`src/hdl/base64_line_wrapped_encoder_top_assert.svh`:
```
// assertion macros for the line-wrapped base64 encoder top level
`ifndef BASE64_LINE_WRAPPED_ENCODER_TOP_ASSERT_SVH
`define BASE64_LINE_WRAPPED_ENCODER_TOP_ASSERT_SVH

// same-cycle implication, checked out of reset
`define B64LWE_ASSERT_SAME(label, ante, cons) \
    label: assert property (@(posedge i_clk) disable iff (!i_rst_n) (ante) |-> (cons)) \
        else $error("b64lwe same-cycle check failed");

// next-cycle implication, checked out of reset
`define B64LWE_ASSERT_NEXT(label, ante, cons) \
    label: assert property (@(posedge i_clk) disable iff (!i_rst_n) (ante) |=> (cons)) \
        else $error("b64lwe next-cycle check failed");

`endif

```
`src/hdl/b64lwe_pkg.sv`:
```
// shared types, constants and the alphabet lookup for the base64 encoder
`timescale 1ns / 1ps
`default_nettype none
package b64lwe_pkg;

    localparam int Q_DEPTH = 2;
    localparam int Q_AW    = $clog2(Q_DEPTH);

    localparam logic [7:0] CHAR_PAD = 8'h3D;
    localparam logic [7:0] CHAR_CR  = 8'h0D;
    localparam logic [7:0] CHAR_LF  = 8'h0A;
    localparam logic [7:0] LINE_WIDTH_RST = 8'd76;

    // up to four characters, data and padding, caused by one byte
    typedef struct packed {
        logic [3:0][7:0] chars;
        logic [1:0]      last_idx;
        logic            last;
    } t_entry;

    typedef struct packed {
        logic empty;
        logic full;
    } t_q_stat;

    function automatic logic [7:0] f_b64_char(input logic [5:0] idx);
        logic [7:0] v;
        v = {2'b00, idx};
        if (idx < 6'd26) begin
            f_b64_char = 8'h41 + v;
        end else if (idx < 6'd52) begin
            f_b64_char = 8'h61 + v - 8'd26;
        end else if (idx < 6'd62) begin
            f_b64_char = 8'h30 + v - 8'd52;
        end else if (idx == 6'd62) begin
            f_b64_char = 8'h2B;
        end else begin
            f_b64_char = 8'h2F;
        end
    endfunction

endpackage
`default_nettype wire

```
`src/hdl/b64lwe_front.sv`:
```
// front end: group phase tracking and data character generation per byte
`timescale 1ns / 1ps
`default_nettype none
module b64lwe_front
    import b64lwe_pkg::*;
(
    input  wire logic       i_clk,
    input  wire logic       i_rst_n,
    input  wire logic       i_accept,
    input  wire logic [7:0] i_data_byte,
    input  wire logic       i_last_byte,
    output t_entry          o_entry
);

    localparam logic [1:0] PH_START = 2'd0;
    localparam logic [1:0] PH_ONE   = 2'd1;
    localparam logic [1:0] PH_TWO   = 2'd2;

    logic [1:0] r_phase, n_phase;
    logic [3:0] r_carry, n_carry;

    always_comb begin
        o_entry.chars    = {4{CHAR_PAD}};
        o_entry.last_idx = 2'd0;
        o_entry.last     = i_last_byte;
        n_phase          = r_phase;
        n_carry          = r_carry;
        unique case (r_phase)
            PH_ONE: begin
                o_entry.chars[0] = f_b64_char({r_carry[1:0], i_data_byte[7:4]});
                o_entry.chars[1] = f_b64_char({i_data_byte[3:0], 2'b00});
                o_entry.last_idx = i_last_byte ? 2'd2 : 2'd0;
                n_phase          = PH_TWO;
                n_carry          = i_data_byte[3:0];
            end
            PH_TWO: begin
                o_entry.chars[0] = f_b64_char({r_carry, i_data_byte[7:6]});
                o_entry.chars[1] = f_b64_char(i_data_byte[5:0]);
                o_entry.last_idx = 2'd1;
                n_phase          = PH_START;
                n_carry          = 4'd0;
            end
            default: begin
                // unused phase code behaves as the start of a group
                o_entry.chars[0] = f_b64_char(i_data_byte[7:2]);
                o_entry.chars[1] = f_b64_char({i_data_byte[1:0], 4'b0000});
                o_entry.last_idx = i_last_byte ? 2'd3 : 2'd0;
                n_phase          = PH_ONE;
                n_carry          = {2'b00, i_data_byte[1:0]};
            end
        endcase
        if (i_last_byte) begin
            n_phase = PH_START;
            n_carry = 4'd0;
        end
    end

    always_ff @(posedge i_clk) begin
        if (!i_rst_n) begin
            r_phase <= PH_START;
            r_carry <= 4'd0;
        end else if (i_accept) begin
            r_phase <= n_phase;
            r_carry <= n_carry;
        end
    end

endmodule
`default_nettype wire

```
`src/hdl/b64lwe_fifo.sv`:
```
// short first-word-fall-through queue between front and back end
`timescale 1ns / 1ps
`default_nettype none
module b64lwe_fifo
    import b64lwe_pkg::*;
(
    input  wire logic   i_clk,
    input  wire logic   i_rst_n,
    input  wire logic   i_wr,
    input  wire t_entry i_wr_data,
    input  wire logic   i_rd,
    output t_entry      o_rd_data,
    output t_q_stat     o_stat
);

    t_entry          r_mem [Q_DEPTH];
    logic [Q_AW-1:0] r_wr_ptr;
    logic [Q_AW-1:0] r_rd_ptr;
    logic [Q_AW:0]   r_count;

    assign o_stat.empty = (r_count == '0);
    assign o_stat.full  = (r_count == Q_DEPTH[Q_AW:0]);
    assign o_rd_data    = r_mem[r_rd_ptr];

    always_ff @(posedge i_clk) begin
        if (i_wr) begin
            r_mem[r_wr_ptr] <= i_wr_data;
        end
    end

    always_ff @(posedge i_clk) begin
        if (!i_rst_n) begin
            r_wr_ptr <= '0;
            r_rd_ptr <= '0;
            r_count  <= '0;
        end else begin
            if (i_wr) begin
                r_wr_ptr <= (r_wr_ptr == Q_AW'(Q_DEPTH - 1)) ? '0 : r_wr_ptr + 1'b1;
            end
            if (i_rd) begin
                r_rd_ptr <= (r_rd_ptr == Q_AW'(Q_DEPTH - 1)) ? '0 : r_rd_ptr + 1'b1;
            end
            if (i_wr && !i_rd) begin
                r_count <= r_count + 1'b1;
            end else if (!i_wr && i_rd) begin
                r_count <= r_count - 1'b1;
            end
        end
    end

endmodule
`default_nettype wire

```
`src/hdl/b64lwe_back.sv`:
```
// back end: column and CR LF insertion, one char per cycle unless held
`timescale 1ns / 1ps
`default_nettype none
module b64lwe_back
    import b64lwe_pkg::*;
(
    input  wire logic       i_clk,
    input  wire logic       i_rst_n,
    input  wire logic [7:0] i_line_width,
    input  wire t_entry     i_head,
    input  wire t_q_stat    i_q_stat,
    output logic            o_q_pop,
    input  wire logic       i_pop,
    output logic            o_empty,
    output logic [7:0]      o_out_char,
    output logic            o_run_end,
    output logic            o_message_end
);

    localparam logic [1:0] ST_DATA = 2'd0;
    localparam logic [1:0] ST_CR   = 2'd1;
    localparam logic [1:0] ST_LF   = 2'd2;

    logic [1:0] r_state, n_state;
    logic [1:0] r_idx, n_idx;
    logic [7:0] r_col, n_col;
    logic       r_done, n_done;
    logic       r_out_valid;
    logic [7:0] r_out_char, n_out_char;
    logic       r_run_end, n_run_end;
    logic       r_msg_end;

    logic       step;
    logic [7:0] eff_w;
    logic       wrap_on;
    logic [7:0] col_inc;
    logic       is_last_ch;
    logic       brk;
    logic       crlf;

    // a width of one behaves as two; a width of zero turns wrapping off
    assign eff_w   = (i_line_width == 8'd1) ? 8'd2 : i_line_width;
    assign wrap_on = (eff_w != 8'd0);
    assign step    = !i_q_stat.empty && (!r_out_valid || i_pop);

    always_comb begin
        n_state    = r_state;
        n_idx      = r_idx;
        n_col      = r_col;
        n_done     = r_done;
        n_out_char = i_head.chars[r_idx];
        n_run_end  = 1'b0;
        o_q_pop    = 1'b0;
        is_last_ch = (r_idx == i_head.last_idx);
        col_inc    = wrap_on ? r_col + 8'd1 : r_col;
        brk        = wrap_on && (col_inc >= eff_w);
        // a message always closes its line when wrapping is on
        crlf       = brk || (is_last_ch && i_head.last && wrap_on && col_inc != 8'd0);
        unique case (r_state)
            ST_CR: begin
                n_out_char = CHAR_CR;
                n_state    = ST_LF;
            end
            ST_LF: begin
                n_out_char = CHAR_LF;
                n_run_end  = r_done;
                n_col      = 8'd0;
                n_state    = ST_DATA;
                if (r_done) begin
                    o_q_pop = step;
                    n_idx   = 2'd0;
                end else begin
                    n_idx = r_idx + 2'd1;
                end
            end
            default: begin
                n_run_end = is_last_ch && !crlf;
                if (crlf) begin
                    n_state = ST_CR;
                    n_done  = is_last_ch;
                    n_col   = brk ? 8'd0 : col_inc;
                end else if (is_last_ch) begin
                    o_q_pop = step;
                    n_idx   = 2'd0;
                    n_col   = i_head.last ? 8'd0 : col_inc;
                end else begin
                    n_idx = r_idx + 2'd1;
                    n_col = col_inc;
                end
            end
        endcase
    end

    always_ff @(posedge i_clk) begin
        if (!i_rst_n) begin
            r_state     <= ST_DATA;
            r_idx       <= 2'd0;
            r_col       <= 8'd0;
            r_done      <= 1'b0;
            r_out_valid <= 1'b0;
        end else begin
            if (step) begin
                r_state     <= n_state;
                r_idx       <= n_idx;
                r_col       <= n_col;
                r_done      <= n_done;
                r_out_valid <= 1'b1;
            end else if (i_pop) begin
                r_out_valid <= 1'b0;
            end
        end
    end

    always_ff @(posedge i_clk) begin
        if (step) begin
            r_out_char <= n_out_char;
            r_run_end  <= n_run_end;
            r_msg_end  <= n_run_end && i_head.last;
        end
    end

    assign o_empty       = !r_out_valid;
    assign o_out_char    = r_out_char;
    assign o_run_end     = r_run_end;
    assign o_message_end = r_msg_end;

endmodule
`default_nettype wire

```
`src/hdl/base64_line_wrapped_encoder_top.sv`:
```
// Path: a taken byte is written to the queue, and its first character is then registered at the back end output.
// Input: one byte a cycle while the two-entry queue has room.
// Output: the back end gives one character a cycle while the queue holds an entry and its output is
// free or popped, one for each character a byte causes, line ends included.
// Reset (synchronous, active low) clears group phase, column and queue; width goes to 76.
`timescale 1ns / 1ps
`default_nettype none
`include "base64_line_wrapped_encoder_top_assert.svh"
module base64_line_wrapped_encoder_top
    import b64lwe_pkg::*;
(
    input  wire logic       i_clk,
    input  wire logic       i_rst_n,
    input  wire logic       i_cfg_wr_en,
    input  wire logic [7:0] i_cfg_wr_data,
    input  wire logic       push,
    output logic            full,
    input  wire logic [7:0] i_data_byte,
    input  wire logic       i_last_byte,
    output logic            empty,
    input  wire logic       pop,
    output logic [7:0]      o_out_char,
    output logic            o_run_end,
    output logic            o_message_end
);

    logic [7:0] r_line_width;
    logic       accept;
    t_entry     front_entry;
    t_entry     q_head;
    t_q_stat    q_stat;
    logic       q_pop;

    always_ff @(posedge i_clk) begin
        if (!i_rst_n) begin
            r_line_width <= LINE_WIDTH_RST;
        end else if (i_cfg_wr_en) begin
            r_line_width <= i_cfg_wr_data;
        end
    end

    assign full   = q_stat.full;
    assign accept = push && !q_stat.full;

    b64lwe_front u_front (
        .i_clk       (i_clk),
        .i_rst_n     (i_rst_n),
        .i_accept    (accept),
        .i_data_byte (i_data_byte),
        .i_last_byte (i_last_byte),
        .o_entry     (front_entry)
    );

    b64lwe_fifo u_fifo (
        .i_clk     (i_clk),
        .i_rst_n   (i_rst_n),
        .i_wr      (accept),
        .i_wr_data (front_entry),
        .i_rd      (q_pop),
        .o_rd_data (q_head),
        .o_stat    (q_stat)
    );

    b64lwe_back u_back (
        .i_clk         (i_clk),
        .i_rst_n       (i_rst_n),
        .i_line_width  (r_line_width),
        .i_head        (q_head),
        .i_q_stat      (q_stat),
        .o_q_pop       (q_pop),
        .i_pop         (pop),
        .o_empty       (empty),
        .o_out_char    (o_out_char),
        .o_run_end     (o_run_end),
        .o_message_end (o_message_end)
    );

    // end of message is always the end of that byte's run
    `B64LWE_ASSERT_SAME(a_msg_end_run_end, !empty && o_message_end, o_run_end)
    // a wrapped message always finishes on a line feed
    `B64LWE_ASSERT_SAME(a_wrapped_ends_lf, !empty && o_message_end && r_line_width != 8'd0,
        o_out_char == CHAR_LF)
    // a carriage return taken is followed straight away by its line feed
    `B64LWE_ASSERT_NEXT(a_cr_then_lf, !empty && pop && o_out_char == CHAR_CR,
        !empty && o_out_char == CHAR_LF)

endmodule
`default_nettype wire
```
`config.mk`:
```
export PLATFORM = sky130hd
export DESIGN_NAME = base64_line_wrapped_encoder_top
export DESIGN_NICKNAME = d
export VERILOG_FILES = /design/src/hdl/b64lwe_pkg.sv /design/src/hdl/b64lwe_front.sv /design/src/hdl/b64lwe_fifo.sv /design/src/hdl/b64lwe_back.sv /design/src/hdl/base64_line_wrapped_encoder_top.sv
export VERILOG_INCLUDE_DIRS = /design/src /design/src/hdl
export SDC_FILE = /design/constraint.sdc
export NUM_CORES = 1
export LEC_CHECK = 0
export ABC_AREA = 1
export BUFFER_PORTS_ARGS = -buffer_cell sky130_fd_sc_hd__buf_2
export CORE_MARGIN = 8
export CORE_UTILIZATION = 62
export DETAILED_ROUTE_END_ITERATION = 10
export GPL_TIMING_DRIVEN = 0
export PLACE_DENSITY_LB_ADDON = 0.12
export SYNTH_ARGS = -nofsm -noshare
export SYNTH_HDL_FRONTEND = slang
export SYNTH_SLANG_ARGS = --single-unit
```
`constraint.sdc`:
```
create_clock -name i_clk -period 3.4 [get_ports i_clk]
set_input_delay 0.68 -clock i_clk [delete_from_list [all_inputs] [get_ports i_clk]]
set_output_delay 0.68 -clock i_clk [all_outputs]
set_load 0.01 [all_outputs]
```
# ---- Word level (Yosys, flattened, before mapping)
# Memory sizes are Yosys's and may differ from the RTL's. A register that Yosys moved wholly into a read port is not among the register bits.
# Index checks and enable logic that the tools add are counted.
dict set report word_totals {
  output_inout_bits 12
  in_bits 22
  ram_bits 38
  reg_bits 42
  n_memories 1
  word_cells 174
}
dict set report classes {
  n_mux 60
  eq_ne 12
  bitwise 2
  add_sub_neg 36
  reduce_logical 29
  n_lt_le_gt_ge 20
}
# name words width rd rd_clocked_by_memory_dff write_ports line
set memory_table {}
lappend memory_table {u_fifo.r_mem 2 19 1 1 1 b64lwe_fifo.sv:16} ;# t_entry r_mem [Q_DEPTH];
# cell n
set op_table {}
lappend op_table {{8-bit two-way mux} 25}
lappend op_table {{7-bit by 6-bit adder with 8-bit output (first input constant)} 12}
lappend op_table {{6-bit < comparator (second input constant)} 12}
lappend op_table {{8-bit by 5-bit subtractor with 8-bit output (second input constant)} 6}
lappend op_table {{8-bit by 6-bit subtractor with 8-bit output (second input constant)} 6}
lappend op_table {{6-bit by 6-bit adder with 7-bit output (first input constant)} 6}
lappend op_table {{6-bit by 5-bit < comparator with 1-bit output (second input constant)} 6}
lappend op_table {{18-bit one-hot mux with 2 select lines} 1}
lappend op_table {{8-bit one-hot mux with 2 select lines} 2}
lappend op_table {{6-bit == test (second input constant)} 4}
lappend op_table {{2-bit two-way mux} 9}
lappend op_table {{8-bit binary-select mux with 2-bit select} 1}
lappend op_table {{8-bit nonzero test} 2}
lappend op_table {{3-bit two-way mux} 4}
lappend op_table {{2-bit one-hot mux with 2 select lines} 3}
lappend op_table {{1-bit two-way mux} 11}
lappend op_table {{1-bit logical AND} 10}
lappend op_table {{8-bit by 1-bit adder with 8-bit output (second input constant)} 1}
lappend op_table {{8-bit by 1-bit == test with 1-bit output (second input constant)} 1}
lappend op_table {{8-bit >= comparator} 1}
lappend op_table {{4-bit one-hot mux with 2 select lines} 1}
lappend op_table {{2-bit == test (second input constant)} 3}
lappend op_table {{1-bit zero test} 6}
lappend op_table {{3-bit AND reduction} 2}
lappend op_table {{16 further kinds} 24}

# ---- Longest topological paths before layout
# Gate-level depths: netlist of the first run.
dict set report depth {
  ltp_word 12
  depth_mapped 24
}

# ---- Hierarchy
# Synthesis of the first run repeated with hierarchy kept, for this count alone.
dict set report unflattened {
  hier_cells 935
  area_unflattened_um2 7646.1
}
# module seq_area_each_um2 area_each_um2 cells_each instances
set by_module_without_submodules {}
lappend by_module_without_submodules {b64lwe_fifo 2202.1 2907.8 144 1}
lappend by_module_without_submodules {b64lwe_front 120.1 2421.1 451 1}
lappend by_module_without_submodules {b64lwe_back 580.6 1998.2 293 1}
lappend by_module_without_submodules {base64_line_wrapped_encoder_top 160.2 319.1 47 1}

# ---- Least setup slack after synthesis of the first run
# No wires, ideal clock.
dict set report synth_timing {
  path_type {register to register}
  startpoint {register u_back.r_col[0]}
  endpoint {register u_fifo.r_count[1]}
  stages_incl_launch_ff 22
  setup_time_ns 0.122
  setup_slack_ns 0.444
  t_arrival_ns 2.834
  n_path_buf 1
  path_cell_list {dfxtp_1 > ha_1 > nand2_1 > nor2_1 > nand3_1 > nand2_1 > inv_1 > ha_1 > inv_1 > nor3_1 > nand4_1 > o2111ai_1 > nand2_1 > buf_2 > nand3_2 > nand2_2 > nand2_1 > ha_1 > a21oi_1 > o21ai_0 > o21ai_0 > a21oi_1}
}
dict set report synth_via {
  elab_chain_len 10
}
# item line
set synth_lines {}
lappend synth_lines {{from (decl)} b64lwe_back.sv:26} ;# logic [7:0] r_col, n_col;
lappend synth_lines {{from (signal assigned)} b64lwe_back.sv:105} ;# r_col <= n_col;
lappend synth_lines {{8-bit by 1-bit adder with 8-bit output} b64lwe_back.sv:55} ;# col_inc = wrap_on ? r_col + 8'd1 : r_col;
lappend synth_lines {{8-bit two-way mux *} b64lwe_back.sv:55}
lappend synth_lines {{8-bit >= comparator or 8-bit nonzero test (tied branches)} {b64lwe_back.sv:56, b64lwe_back.sv:58}}
lappend synth_lines {{1-bit logical AND (on tied branches)} {b64lwe_back.sv:56, b64lwe_back.sv:58}}
lappend synth_lines {{1-bit logical OR *} b64lwe_back.sv:58} ;# crlf = brk || (is_last_ch && i_head.last && wrap_on && col_inc != 8'd0);
lappend synth_lines {{1-bit two-way mux *} b64lwe_back.sv:78} ;# if (crlf) begin
lappend synth_lines {{1-bit one-hot mux with 2 select lines *} b64lwe_back.sv:59} ;# unique case (r_state)
lappend synth_lines {{1-bit zero test} b64lwe_fifo.sv:43} ;# if (i_wr && !i_rd) begin
lappend synth_lines {{1-bit logical AND} b64lwe_fifo.sv:43}
lappend synth_lines {{2-bit two-way mux or 2-bit nonzero test (tied branches)} n/a}
lappend synth_lines {{to (signal assigned)} b64lwe_fifo.sv:44} ;# r_count <= r_count + 1'b1;
lappend synth_lines {{to (signal assigned)} b64lwe_fifo.sv:46} ;# r_count <= r_count - 1'b1;
lappend synth_lines {{to (decl)} b64lwe_fifo.sv:19} ;# logic [Q_AW:0] r_count;
# Every way passes the cells marked *; elsewhere a longest branch is shown, timed or not.
# A chain may end at the register's enable or synchronous reset.

==> summary.txt, run 1 <==
Slew Viols, Final - 0
GRT Residual Overflow - 0
hold slack - 0.493 ns
initial cell density of the core - 0.640
CORE AREA - 9240 sq um
status - complete, no violations
DR vias - 5954
antenna violations before repair - 0
share of layout cells above drive strength 1 - 0.128
Psw - 1620 uW
FFs w/ async S/R, synth - 0
Gate power share - 0.442
routed vias/inst - 6.06
clock share of power - 0.192
number of synthesized flops with an enable pin - 48
vias in the first global route - 5572
Slew @ Worst Pin - 0.994 ns
sequential power share - 0.366
residual DRC count - 0
DR pass1 iterations - 8
Setup violations, final - 0
RR Startpoint - r_line_width[3]
Num Clock Sinks - 81
placed cell area - 6260 sq um
die area - 12900 sq um
distinct cell type count of the synthesized netlist - 46
Most used DFF post-synth - edfxtp_1
critical path launch point type - input pin
top cells by area, synth - edfxtp_1 24%, dfxtp_1 11%, ha_1 8.9%, nand2_1 8.5%, o21ai_0 6.9%
final RePlAce weighted congestion - 0.951
leading area contributor after synthesis - edfxtp_1
period utilization - 0.937
utilization after layout - 0.708
Post-DP HPWL - 12200 um
Hold Path Class - reg -> reg
Crit path arrival time - 3.27 ns
synth-to-layout area growth - 10.7%
Final Hold Viols - 0
flops & latches, synth - 81
max-cap viol count - 0
die span in x - 114 um
maximum buffer depth of the clock tree - 2
Setup crit end kind - flip-flop
CTS tree - done
Max IR drop VDD - 0.341 mV
internal power - 2310 uW
synth warn - 0
PwrDens - 602 nW/um^2
CP max stage cell - a22oi_1
Setup TNS - 0 ns
Sw Ratio - 0.413
die height - 114 um
I/O pins - 34
DR WL/cell - 16.6 um
WS Path Type - in -> reg
commonest cells in the netlist - 134 x nand2_1, 100 x inv_1, 86 x nor2_1
leakage power - 0.00278 uW
total CTS buffers - 9
Seq/Total Area, Yosys - 0.356
r2r setup slk - 0.25 ns
cell area after synthesis - 5910 sq um
synthesized area per cell - 7.38 sq um
# port buffers - 33
Cell Chain, Critical Path - buf_2 > clkbuf_1 > inv_1 > buf_2 > ha_1 > nand2_1 > nand2_1 > a21oi_1 > clkinv_1 > nand3_1 > o21ai_0 > a22oi_1
1st-iter DRT viols - 608
Critical Path Max Stage Delay - 0.46 ns
overall global routing resource usage - 0.248
CP max FO - 12
post-route cell area - 6540 sq um
CTS clock-pin slew for the worst setup and hold paths - 0.08 ns
Critical Path Start - i_data_byte[4]
Synth top area share - 0.244
Critical Path RT - 3.48 ns
post-route minimum period - 3.19 ns
root buf cell - clkbuf_8
Worst-Skew Late Latency - 0.34 ns
syn nets - 865
worst rel slew slack - 0.336
Mapped Cells - 801
Post-layout nets - 914
largest net degree at the start of global routing - 20
Row Count - 35
RSZ-0062 raised after global routing - yes
Reg2Reg Capture Point - u_fifo.r_count[1]
count leader, synth - nand2_1
H-tree Lvls - 3
Routed WL - 16400 um
Critical Path End - u_fifo.r_mem[1][6]
Setup Skew - 0.00696 ns
first-pass GRT wire length - 26400 um
post-route ant nets - 0
maximum clock rate - 314 MHz
Ant. Diodes - 0
worst r2r path cells - 22
==> layout make-up <==
type / instances / area, sq um
Clock inverter: 6 / 92.6
Clock buffer: 9 / 124
Buffer: 30 / 145
Multi-Input combinational cell: 577 / 3280
Timing Repair Buffer: 38 / 210
Fill cell: 741 / 2700
Tap cell: 129 / 161
Sequential cell: 81 / 2110
Inverter: 113 / 424
==> critical path: cells and delay by family <==
kind            cells  cell delay, ns
simple gates        3            0.29
fa+ha+maj           1            0.23
buf+inv             5            1.10
compound gates      3            0.95
==> power groups by stage <==
stage | clock [uW] | combinational, uW | sequential [uW]
after detailed placement | 0 | 1660 | 1460
after CTS | 759 | 1680 | 1440
after global routing | 795 | 1910 | 1460
after global placement | 0 | 1590 | 1450
after floorplan | 0 | 1170 | 1470
final | 756 | 1740 | 1440
==> cell usage in the layout (no fill, tap or decap), drive strengths merged, types with 2 or more instances in the layout <==
| cell type | synthesis | layout |
|---|---|---|
| nand2 | 142 | 142 |
| inv | 106 | 107 |
| nor2 | 89 | 89 |
| o21ai | 85 | 85 |
| a21oi | 77 | 77 |
| buf | 11 | 49 |
| edfxtp | 48 | 48 |
| ha | 42 | 42 |
| nand3 | 39 | 39 |
| dfxtp | 33 | 33 |
| clkbuf | 19 | 28 |
| o211ai | 14 | 14 |
| nand4 | 13 | 13 |
| xor2 | 12 | 12 |
| a31oi | 12 | 12 |
| o22ai | 10 | 10 |
| a211oi | 9 | 9 |
| clkinv | 7 | 8 |
| nor3 | 8 | 8 |
| o31ai | 5 | 5 |
| o2111ai | 3 | 3 |
| o221ai | 3 | 3 |
| o311ai | 3 | 3 |
| a22oi | 2 | 2 |
| or2 | 2 | 2 |
| bufinv | 0 | 2 |
| clkinvlp | 0 | 2 |
==> cell families after synthesis <==
group                    after synthesis  synth area share
AND/OR/NAND/NOR                      294             0.217
AO/OA/AOI/OAI                        227             0.221
buffers and inverters                143            0.0953
flip-flops                            81             0.356
adder cells (fa/ha/maj)               42            0.0889
XOR/XNOR                              13            0.0205
multiplexers                           1           0.00169
==> timing repair <==
item / CTS / global route
resized for setup: 1 / 17
setup buffers: 0 / 4
pin swaps: 0 / 6
hold buffers: 0 / 0
gates cloned: 0 / 0
setup endpoints to repair: 1 / 6
==> flip-flops by register name, summed over array words and instances (netlist names), 4 cells and up, named ones only <==
name	count
r_line_width	8
u_back.o_out_char	8
u_back.r_col	8
u_fifo.r_mem	38
u_front.r_carry	4
==> worst min path at each step <==
| stage | startpoint | end | cells after the start |
|---|---|---|---|
| finish | r_line_width[4] | r_line_width[4] | 2 |
| CTS | u_back.r_col[7] | u_back.r_col[7] | 2 |
| global route | r_line_width[1] | r_line_width[1] | 2 |
| global placement | r_line_width[3] | r_line_width[3] | 2 |
| floorplan | r_line_width[7] | r_line_width[7] | 2 |
| detailed placement | u_back.r_col[7] | u_back.r_col[7] | 2 |
==> metrics by stage <==
step / instances / setup WS, ns / total power [uW]
2_1_floorplan: 801 / 0.444 / 2640
3_3_place_gp: 963 / -0.146 / 3040
3_5_place_dp: 964 / -0.123 / 3120
4_1_cts: 979 / 0.0370 / 3870
5_1_grt: 983 / -0.00562 / 4170
6_report: 983 / 0.214 / 3940
==> routing by layer <==
layer,track usage,share of wire
met5,0,0
met1,0.299,0.41
met4,0.102,0.024
met3,0.0338,0.078
met2,0.433,0.49
(Power assumes the default switching activity.)
==> inputs of run 2 (changes only) <==
==> constraint.sdc (replaced) <==
create_clock -name i_clk -period 3.2 [get_ports i_clk]
set_input_delay 0.64 -clock i_clk [delete_from_list [all_inputs] [get_ports i_clk]]
set_output_delay 0.64 -clock i_clk [all_outputs]
set_load 0.01 [all_outputs]
==> summary.txt, run 2 (synthesis gave the netlist of run 1 again) <==
DR pass1 iterations - 8
final RePlAce weighted congestion - 0.951
period utilization - 0.967
H-tree Lvls - 3
Setup TNS - 0 ns
CTS tree - done
Setup Skew - 0.00875 ns
synth-to-layout area growth - 11.2%
CTS clock-pin slew for the worst setup and hold paths - 0.08 ns
Sw Ratio - 0.414
Row Count - 35
PwrDens - 640 nW/um^2
routed vias/inst - 6.09
CORE AREA - 9240 sq um
Multi-input gate area - 3290 sq um
Max IR drop VDD - 0.362 mV
DR WL/cell - 16.8 um
antenna violations before repair - 0
maximum buffer depth of the clock tree - 2
number of flip-flops in the largest register - 38
critical path launch point type - flip-flop
sequential power share - 0.363
post-route cell area - 6570 sq um
vias in the first global route - 5593
Num Clock Sinks - 81
most frequent cells in the layout - 133 x nand2_1, 100 x inv_1, 81 x nor2_1
status - complete, no violations
root buf cell - clkbuf_8
CP max FO - 10
GRT Residual Overflow - 0
utilization after layout - 0.711
post-route minimum period - 3.09 ns
die area - 12900 sq um
Critical Path RT - 3.43 ns
WS Path Type - reg -> reg
total CTS buffers - 9
overall global routing resource usage - 0.248
hold slack - 0.494 ns
leakage power - 0.00279 uW
Crit path arrival time - 3.32 ns
Top reg by flops - u_fifo.r_mem
# fillers - 736
placed cell area - 6260 sq um
worst rel slew slack - 0.350
post-route ant nets - 0
RSZ-0062 raised after global routing - yes
max-cap viol count - 0
Psw - 1740 uW
Post-layout nets - 915
Setup violations, final - 0
internal power - 2470 uW
Slew @ Worst Pin - 0.975 ns
DR vias - 5990
Worst-Skew Late Latency - 0.34 ns
Routed WL - 16500 um
most common cell after layout, fill and taps aside - nand2_1
Ant. Diodes - 0
I/O pins - 34
Gate power share - 0.446
largest net degree at the start of global routing - 20
residual DRC count - 0
die height - 114 um
Post-DP HPWL - 12200 um
clock share of power - 0.191
initial cell density of the core - 0.640
share of layout cells above drive strength 1 - 0.133
Setup crit end kind - flip-flop
1st-iter DRT viols - 579
sequential cell area - 2110 sq um
Hold Path Class - reg -> reg
# port buffers - 33
Slew Viols, Final - 0
Final Hold Viols - 0
maximum clock rate - 323 MHz
die span in x - 114 um
first-pass GRT wire length - 26400 um
run 2: critical path, cell delays in order (launching register included):
cell,delay [ns]
dfxtp_1,0.33
nor2_2,0.17
nand2_2,0.11
inv_2,0.06
nand2_2,0.05
buf_6,0.13
o21ai_1,0.20
inv_1,0.09
ha_1,0.30
a21oi_1,0.14
o21ai_0,0.08
nand2_1,0.07
o2111ai_1,0.09
nand2_1,0.12
buf_6,0.11
nand3_2,0.07
nand2_2,0.08
nand2_1,0.07
ha_1,0.30
a21oi_1,0.11
o21ai_1,0.09
o21ai_1,0.13
a21oi_1,0.05
run 2: power groups by stage:
stage / combinational (uW) / sequential (uW) / clock (uW)
after floorplan: 1240 / 1560 / 0
after global placement: 1690 / 1540 / 0
after detailed placement: 1770 / 1550 / 0
after CTS: 1780 / 1530 / 807
after global routing: 2050 / 1550 / 845
final: 1880 / 1530 / 805
run 2: cell type report:
type / count / area share
tap: 129 / 0.0246
multi-input combinational: 577 / 0.501
inverter: 113 / 0.0651
timing repair buffer: 39 / 0.0331
clock buffer: 9 / 0.0188
sequential: 81 / 0.321
clock inverter: 6 / 0.0141
buffer: 30 / 0.0221
run 2: path summary, 6_finish.rpt:
kind | start | to | slack, ns | depth (start not counted)
hold / removal | u_back.r_col[7] | u_back.r_col[7] | 0.49 | 2
hold reg to reg | u_back.r_col[7] | u_back.r_col[7] | 0.49 | 2
setup reg to reg | r_line_width[2] | u_fifo.r_count[1] | 0.11 | 22
setup / recovery | r_line_width[2] | u_fifo.r_count[1] | 0.11 | 22
run 2: stage by stage:
step           power [uW]  cells  setup WS (ns)
2_1_floorplan        2800    801          0.244
3_3_place_gp         3230    963         -0.306
5_1_grt              4450    984         -0.186
3_5_place_dp         3310    964         -0.283
6_report             4210    984          0.105
4_1_cts              4120    980        0.00864
run 2: per-layer routing:
| layer | up-vias | routed length [um] | track usage |
|---|---|---|---|
| li1 | 2842 | - | - |
| met1 | 2784 | 6680 | 0.297 |
| met2 | 320 | 8130 | 0.432 |
| met3 | 44 | 1330 | 0.0391 |
| met4 | 0 | 397 | 0.107 |
| met5 | - | 0 | 0 |
run 2: what timing repair did:
action,in CTS,in global routing
resized for setup,6,15
buffers inserted,1,4
hold buffers,0,0
setup endpoints to repair,2,16
pin swaps,2,3
